**config.mk**
```make
export PLATFORM = sky130hd
export DESIGN_NAME = spc_mask_mem
export DESIGN_NICKNAME = d
export VERILOG_FILES = /design/src/rtl/spc_mask_mem.sv
export SDC_FILE = /design/constraint.sdc
export NUM_CORES = 2
export LEC_CHECK = 0
export BUFFER_PORTS_ARGS = -buffer_cell sky130_fd_sc_hd__buf_2
export CAP_MARGIN = 0
export CORE_UTILIZATION = 29
export CTS_BUF_LIST = sky130_fd_sc_hd__clkbuf_4 sky130_fd_sc_hd__clkbuf_8
export CTS_CLUSTER_DIAMETER = 100
export DETAILED_ROUTE_END_ITERATION = 8
export PLACE_DENSITY = 0.53
export SETUP_SLACK_MARGIN = 0.5
export SYNTH_ARGS = -nofsm -noshare
export SYNTH_HDL_FRONTEND = slang
export SYNTH_SLANG_ARGS = --single-unit
```
**constraint.sdc**
```tcl
create_clock -name clk_i -period 7.8 [get_ports clk_i]
set_input_delay 0.39 -clock clk_i [delete_from_list [all_inputs] [get_ports clk_i]]
set_output_delay 0.39 -clock clk_i [all_outputs]
set_load 0.005 [all_outputs]
```
**src/rtl/spc_mask_mem.sv**
```systemverilog
// ----------------------------------------------------------------------------
// Sprite mask memory
// One opacity mask, one row per entry, one write and one registered read port.
// ----------------------------------------------------------------------------
module spc_mask_mem #(
  parameter int unsigned WIDTH = 64,
  parameter int unsigned DEPTH = 64
) (
  input  logic                     clk_i,
  input  logic                     wr_en_i,
  input  logic [$clog2(DEPTH)-1:0] wr_addr_i,
  input  logic [WIDTH-1:0]         wr_data_i,
  input  logic                     rd_en_i,
  input  logic [$clog2(DEPTH)-1:0] rd_addr_i,
  output logic [WIDTH-1:0]         rd_data_o
);

  logic [WIDTH-1:0] mem_q [DEPTH];
  logic [WIDTH-1:0] rd_data_q;

  always_ff @(posedge clk_i) begin
    if (wr_en_i) begin
      mem_q[wr_addr_i] <= wr_data_i;
    end
    if (rd_en_i) begin
      rd_data_q <= mem_q[rd_addr_i];
    end
  end

  assign rd_data_o = rd_data_q;

endmodule

```
==> summary.md <==
| Metric | Value |
|---|---|
| H-tree depth | `6` |
| Ratio of cells with drive above 1 in the final layout | `between 30% and 40%` |
| Placed Cells | `approximately 14k` |
| Critical R2R Launch | `mem_q[11][44]` |
| Leak | `between 50 and 60 nW` |
| Unrepaired setup endpoints after global routing | `false` |
| Drt first-iter violations | `~9.1k` |
| Post-synthesis compound-gate area fraction | `2.47%` |
| Die width | `roughly 740 um` |
| Hold WS | `approximately 0.14 ns` |
| Num rows | `roughly 270` |
| Number of synthesis warnings | `0` |
| WL/cell | `31.7 um` |
| Critical Path Max Stage Delay | `1.13 ns` |
| Number of global-route vias before repair | `between 70k and 80k` |
| Netlist Area Pre-Place | `157000 um2` |
| FMAX | `around 310 MHz` |
| GRT Util Overall | `about 17%` |
| Startpoint types | `input pin` |
| Hold path start | `wr_addr_i[5]` |
| Largest net degree at the start of global routing | `107` |
| Crit Path Class | `in2reg` |
| Fin util | `around 34%` |
| Power Dens Cells | `roughly 250 nW/um2` |
| Multiplexer share of the synthesized area | `15.6%` |
| Critical Path RT | `around 8.6 ns` |
| Status | `finished, final reports clean` |
| Place WS | `approximately 3.6 ns` |
| Synth area leader | `edfxtp_1` |
| Area after DPL | `167000 um2` |
| Most common cell after layout, fill and taps aside | `edfxtp_1` |
| Setup Skew | `~0.051 ns` |
| Register area share after synthesis | `~80%` |
| R2r endpoint | `rd_data_o[44]` |
| Crit path time final | `between 3 and 4 ns` |
| Hold Path Sink | `mem_q[52][58]` |
| Clock buffer count from CTS | `a little under 700` |
| Die height | `~740 um` |
| Vias/cell | `around 5` |
| Distinct cell type count after synthesis | `32` |
| Final Cell Area | `181000 um2` |
| Worst-path clk slew | `approximately 0.07 ns` |
| Max-Cap Viols | `0` |
| Slew Limit Fails | `0` |
| Synthesis-stage register bit count | `about 4.2k` |
| Total power draw | `roughly 46 mW` |
| Final cycle utilization of the critical path | `approximately 42%` |
| Rel. slew slack | `10.5%` |
| Synth Instances | `6598` |
| Commonest non-fill, non-tap cells in the layout | `edfxtp_1 (4160), mux4_2 (1024), clkbuf_8 (685), clkbuf_4 (242), a22oi_1 (168)` |
| Least-Margin Pin Slew | `approximately 1.3 ns` |
| Total number of vias | `between 70k and 80k` |
| CTS max path bufs | `4` |
| Most area-consuming cells after synthesis | `edfxtp_1 (80%), mux4_2 (15%), mux2i_1 (0.86%)` |
| Syn_nets | `between 6k and 7k` |
| DRC viols | `0` |
| Crit path arrival time | `4.07 ns` |
| Core footprint | `538000 um2` |
| Layout Nets | `~7.4k` |
| Adder-Cell Fraction of Synth Area | `0%` |
| First-pass GRT wire length | `654000 um` |
| Initial antenna violation count | `between 40 and 50` |
| Final-report hold violation count | `0` |
| Initial core utilization | `between 20 and 30%` |
| Largest family of logic cells by synthesized area | `multiplexers` |
| Pre-Repair DR Iteration Count | `6` |
| Post-Synth XOR/XNOR Area | `0%` |
| Die area | `~540000 um2` |
| Post-CTS setup buffers | `0` |
| Flop2flop setup slack | `5.39 ns` |
| Synth-to-Final Area Change | `15.6%` |
| CP Cell Sequence | `dlygate4sd3_1 > buf_2 > nor2b_1 > nand3_1 > nor2_4 > buf_4` |
| CTS tree | `built` |
| Setup TNS | `0 ns` |
| Hold Path Stages | `3` |
| Crit-path max FO | `23` |
| Fin worst setup slack | `approximately 4.6 ns` |
| CTS sink cnt | `4160` |
| Finished Layout Cells | `roughly 15k` |
| Filler cells | `~50k` |
| R2R cell count | `5` |
| Clk_lat worst skew | `roughly 1.2 ns` |
| GPL Wtd Cong | `around 0.76` |
| Post-Synthesis Mean Instance Area | `roughly 24 um2` |
| Post-synth top area share | `around four fifths` |
| Io pins | `~140` |
| Fraction of the mapped netlist area in simple logic gates | `about 1.2%` |
| Post-DP HPWL | `~250000 um` |
| I/O Buffers | `about 140` |
| Grt ovf | `0` |
| Crit path max-delay cell type | `nor2_4` |
| Max IR drop VDD | `170 uV` |
| Final Setup Violations | `0` |
| CP endpoint kind | `flip-flop` |
| Root buf cell | `clkbuf_8` |
| ANT nets after route | `0` |
| Wirelength, routed | `between 400000 and 500000 um` |
| Worst hold path class | `in2reg` |
[Yosys cell counts (all sizes together)]
master	number
buf	230
o221ai	38
clkbuf	140
edfxtp	4160
nand2b	11
a22o	88
mux4	1024
or3b	1
or2	28
a211oi	63
or3	29
mux2i	135
a2bb2oi	19
inv	19
a31o	1
a31oi	18
nand3	45
and3	64
nor3	2
o22ai	83
nor2	112
a22oi	168
nand3b	2
nand4b	1
nor2b	28
nand2	58
and2	3
nand4	2
a41oi	26
[worst max-delay path by stage]
stage | start | endpoint | slack (ns) | depth (start not counted)
2_1_floorplan | wr_addr_i[3] | mem_q[48][0] | 1.97 | 4
3_3_place_gp | rd_addr_i[2] | rd_data_o[43] | 3.63 | 7
3_5_place_dp | rd_addr_i[2] | rd_data_o[43] | 3.58 | 7
4_1_cts | wr_en_i | mem_q[24][41] | 4.66 | 6
5_1_grt | wr_addr_i[2] | mem_q[45][43] | 4.57 | 6
6_report | wr_addr_i[2] | mem_q[45][33] | 4.56 | 6
[flip-flops by register name, summed over array words and instances (netlist names)]
name and cells:
mem_q 4096, rd_data_o 64
[routing by layer]
metal | wire length [um] | vias up | GRT usage, %
li1 | - | 30142 | -
met1 | 197000 | 42856 | 23.4
met2 | 233000 | 3319 | 28.5
met3 | 35200 | 671 | 2.95
met4 | 11400 | 10 | 4.29
met5 | 62 | - | 0
[report_power, final]
| group | total, mW | switching [mW] | internal (mW) |
|---|---|---|---|
| Clock | 18.7 | 8.69 | 10.0 |
| Sequential | 24.9 | 0.0900 | 24.8 |
| Combinational | 2.15 | 1.38 | 0.773 |
[area by class of cell]
cell class | instances | area [um2] | area share [%]
inverters | 19 | 71.3 | 0.0393
repair buffers | 414 | 3450 | 1.90
diodes | 20 | 50.0 | 0.0276
clock inverters | 273 | 1900 | 1.05
well taps | 7181 | 8980 | 4.95
multi-input cells | 2049 | 30800 | 17.0
clock buffers | 927 | 11200 | 6.20
flip-flops and latches | 4160 | 125000 | 68.9
[worst max-delay path, delay by kind of cell]
kind	cells	cell delay, ns
buffers and inverters	3	1.50
AND/OR/NAND/NOR	3	2.03
[repair_timing]
action	4_1_cts	5_1_grt
hold buffers	71	0
gates resized for setup	0	0
hold endpoints to repair	4105	0
[cells by family after synthesis]
group / after synthesis
simple gates: 386
flops: 4160
buf+inv: 389
compound gates: 504
mux: 1159
No activity file was read; power rests on OpenSTA's default activity.
